$ cat src/rtl/tlcq_ram.sv
// ----------------------------------------------------------------------------
// tlcq_ram
// Generic simple dual-port RAM: one write port, one read port, registered read.
// ----------------------------------------------------------------------------
module tlcq_ram #(
	parameter int WIDTH = 8,
	parameter int DEPTH = 16
) (
	input  logic                     clk,
	input  logic                     we,
	input  logic [$clog2(DEPTH)-1:0] waddr,
	input  logic [WIDTH-1:0]         wdata,
	input  logic [$clog2(DEPTH)-1:0] raddr,
	output logic [WIDTH-1:0]         rdata
);

	logic [WIDTH-1:0] mem_q [DEPTH];

	always_ff @(posedge clk) begin
		if (we) begin
			mem_q[waddr] <= wdata;
		end
		rdata <= mem_q[raddr];
	end

endmodule

$ cat config.mk
export PLATFORM = sky130hd
export DESIGN_NAME = tlcq_ram
export DESIGN_NICKNAME = d
export VERILOG_FILES = /design/src/rtl/tlcq_ram.sv
export SDC_FILE = /design/constraint.sdc
export NUM_CORES = 1
export LEC_CHECK = 0
export ABC_AREA = 1
export BUFFER_PORTS_ARGS = -buffer_cell sky130_fd_sc_hd__buf_2
export CAP_MARGIN = 5
export CELL_PAD_IN_SITES_DETAIL_PLACEMENT = 1
export CELL_PAD_IN_SITES_GLOBAL_PLACEMENT = 1
export CORE_MARGIN = 2
export CORE_UTILIZATION = 49
export DETAILED_ROUTE_END_ITERATION = 6
export PLACE_DENSITY = 0.76
export SYNTH_ARGS = -nofsm -noshare
export SYNTH_HDL_FRONTEND = slang
export SYNTH_SLANG_ARGS = --single-unit
$ cat constraint.sdc
create_clock -name clk -period 1.23 [get_ports clk]
set_input_delay 0.1845 -clock clk [delete_from_list [all_inputs] [get_ports clk]]
set_output_delay 0.1845 -clock clk [all_outputs]
set_load 0.02 [all_outputs]
# Yosys cells after proc, flatten, opt, wreduce, memory -nomap -nowiden
# Memory sizes are Yosys's and may differ from the RTL's. A register that Yosys moved wholly into a read port is not among the register bits.
# Index checks and enable logic that the tools add are counted.
[op_classes] n_mux=2
[op_table] op="$mux 1" n=2
[totals] regBits=0 mem_bits_rw=128 output_inout_bits=8 word_cells=3 memories=1
[memory_table] name="mem_q" words=16 width=8 rd=1 rd_ports_with_merged_regs=1 wr=1 line_no="17" source="logic [WIDTH-1:0] mem_q [DEPTH];"

# Logic depth before layout (Yosys ltp)
[logic_depth] ltp_word=2 mapped_depth=8

# Worst setup path before layout
# No wires, ideal clock.
[synth_path] path_kind="input-to-reg" from="input waddr[3]" to="memory mem_q[4][0], enable pin" setup_ns=0.370 arrival_time_ns=0.765 required_ns=0.860 path_slack_ns=0.095 path_stages=2 path_buffers=0 cell_sequence="nand3b_1 nor2_1"
[synth_rtl] element="start: declaration" line_no="11" source="input logic [$clog2(DEPTH)-1:0] waddr,"
[synth_rtl] element="end: declaration" line_no="17"
# Straight into the memory's write port.

# Worst setup path after layout
[layout_path] from="register rdata[5], read port of mem_q" to="output rdata[5]"
[layout_rtl] element="start: declaration" line_no="14" source="output logic [WIDTH-1:0] rdata"
# No word-level cell between the ends.

==> results.sh <==
export IMPL_dp_cells=732
export IMPL_drc=0
export IMPL_synth_top_area_share_pct=66.7
export IMPL_finalCritPeriodShare_pct=95.6
export IMPL_grt_use_total_pct=27.0
export IMPL_skew_ns=0.00797
export IMPL_hold_class="in2reg"
export IMPL_diodes=0
export IMPL_htree_num_levels=4
export IMPL_crit_chain="buf_2"
export IMPL_drtIter0Drc=255
export IMPL_vdd_drop_max_mv=1.41
export IMPL_outcome="completed"
export IMPL_clk_pin_slew_ns=0.06
export IMPL_max_slew_margin_rel_pct=71.0
export IMPL_synth_avg_cell_area_um2=10.5
export IMPL_grt_pass1_wl_mm=24.8
export IMPL_netlist_area_um2=5770
export IMPL_fin_hold_ws_ns=0.0729
export IMPL_design_area_um2=6960
export IMPL_critPathBufInv=1
export IMPL_slowest_delay_ns=0.38
export IMPL_ys_top_cells_by_area="edfxtp_1 (67%), nand2_1 (11%), nand3_1 (8.4%)"
export IMPL_period_minus_slack_ns=1.18
export IMPL_crit_path_max_fanout=1
export IMPL_critPathSlowestCell="dfxtp_1"
export IMPL_final_net_count=626
export IMPL_hpwl_mm=10.0
export IMPL_cts_sinks=136
export IMPL_crit_type="reg2out"
export IMPL_p_leak_nw=3.06
export IMPL_arrival_ns=0.99
export IMPL_clk_latency_ns=0.43
export IMPL_crit_family="flip-flops"
export IMPL_reg2reg_from="mem_q[15][3]"
export IMPL_cts_buffer_depth=2
export IMPL_min_from="raddr[3]"
export IMPL_io_buffers=25
export IMPL_ys_seq_area_share_pct=69.4
export IMPL_core_um2=11500
export IMPL_end_kind="output port"
export IMPL_r2r_end="rdata[3]"
export IMPL_synth_area_leader_cell="edfxtp_1"
export IMPL_synth_async_reset_ratio_pct=0
export IMPL_initial_core_util_pct=50.3
export IMPL_dr_pass1_iters=4
export IMPL_tightest_slew_ns=0.435
export IMPL_finalHoldViolations=0
export IMPL_p_per_area_nw_per_um2=1700
export IMPL_gp_congestion=0.872
export IMPL_cts_buffers=17
export IMPL_syn2layout_area_growth_pct=20.7
export IMPL_reg2reg_depth=6
export IMPL_ctsRootBufferMaster="clkbuf_16"
export IMPL_syn_instance_count=551
export IMPL_ff2ff_setup_slack_ns=0.18
export IMPL_ys_top_cells_by_count="nand2_1 (173), edfxtp_1 (128), inv_1 (100), nand3_1 (97), nor2_1 (17)"
export IMPL_min_delay_path_depth=3
export IMPL_synth_cell_types=12
export IMPL_cts_setup_buffers=0
export IMPL_synth_most_common_cell="nand2_1"
export IMPL_grt_setup_unrepaired="no"
export IMPL_stdcell_count=764
export IMPL_setup_viol=0
export IMPL_gr_total_overflow=0
export IMPL_ys_seq_elements=136
export IMPL_routed_wl_mm=15.8
export IMPL_vias_per_cell=5.27
export IMPL_yosysWarnings=0
export IMPL_cts_hold_buf=0
export IMPL_grt_max_degree=33
export IMPL_drive_gt1_share_pct=15.1
export IMPL_slew_viol_final=0
export IMPL_die_area_um2=12700
export IMPL_fmax_mhz=851
export IMPL_die_width_um=112
export IMPL_wl_per_cell_um=20.7
export IMPL_synth_edff_count=128
export IMPL_antenna_found_initial=0
export IMPL_tns_ns=0
export IMPL_placed_cell_area_um2=6280
export IMPL_required_ns=1.05
export IMPL_crit_path_start_kind="flip-flop"
export IMPL_vias=4023
export IMPL_std_cell_rows=39
export IMPL_holdPathEnd="rdata[6]"
export IMPL_fp_dieH_um=112
export IMPL_ios=26
export IMPL_grt_pass1_vias=4390
export IMPL_ys_flop_type="edfxtp_1"
export IMPL_ctsResizeCount=0
export IMPL_fill_cells=1217
export IMPL_max_cap_violations=0
export IMPL_totalPowerFinal_mw=11.9
export IMPL_cts_tree="yes"
export IMPL_synth_fp_nets=569
export IMPL_ant_nets=0
[per-stage QoR]
step                utilization, %  setup slack [ns]
finish                        60.7            0.0542
global route                  60.7            0.0433
CTS                           60.7            0.0473
detailed placement            54.8            -0.131
global placement              54.8           -0.0789
floorplan                        -            0.0947
[kinds of logic (layout without fill, tap and decap cells)]
logic type / Yosys count / after routing / synth area share (%)
buffers and inverters: 126 / 196 / 9.52
DFF: 136 / 136 / 69.4
and+or+nand+nor: 289 / 289 / 21.0
[final cells by class]
cell class	instances	area, um2	share of cell area (%)
timing repair buffer	62	503	7.22
inverter	102	383	5.50
clock inverter	15	255	3.67
tap	143	179	2.57
sequential	136	4000	57.5
multi-input combinational	289	1210	17.4
clock buffer	17	425	6.11
[sequential cells by signal, indices dropped and copies added, names as in the netlist]
name / flops
mem_q: 128
rdata: 8
[layer usage]
metal | track usage, % | part of all wire (%) | wire (um)
met1 | 32.6 | 40 | 6260
met4 | 11.9 | 2.9 | 465
met3 | 4.75 | 4.8 | 758
met5 | 0 | 0 | 0
met2 | 47.6 | 53 | 8330
[placed cells by master (no fill, tap or decap)]
master / count
clkinv_1: 2
buf_4: 29
bufinv_16: 7
nand2_1: 173
inv_2: 2
nor2_1: 17
clkinvlp_4: 3
clkinv_2: 3
buf_2: 25
buf_12: 8
clkbuf_16: 17
nand3b_1: 2
inv_1: 100
edfxtp_1: 128
dfxtp_1: 8
nand3_1: 97
[where the power goes]
group	switching (mW)	total, mW	internal (mW)
clock	1.90	5.87	3.97
sequential	0.0359	5.22	5.18
combinational	0.523	0.770	0.247
[how the worst max path moves through the flow]
| stage | startpoint | to | slack, ns | depth (start not counted) |
|---|---|---|---|---|
| finish | rdata[5] | rdata[5] | 0.05 | 1 |
| global route | rdata[5] | rdata[5] | 0.04 | 1 |
| floorplan | waddr[3] | mem_q[4][0] | 0.09 | 2 |
| detailed placement | raddr[0] | rdata[4] | -0.13 | 8 |
| CTS | rdata[5] | rdata[5] | 0.05 | 1 |
| global placement | raddr[0] | rdata[6] | -0.08 | 8 |
Power figures use the tool's default switching activity.
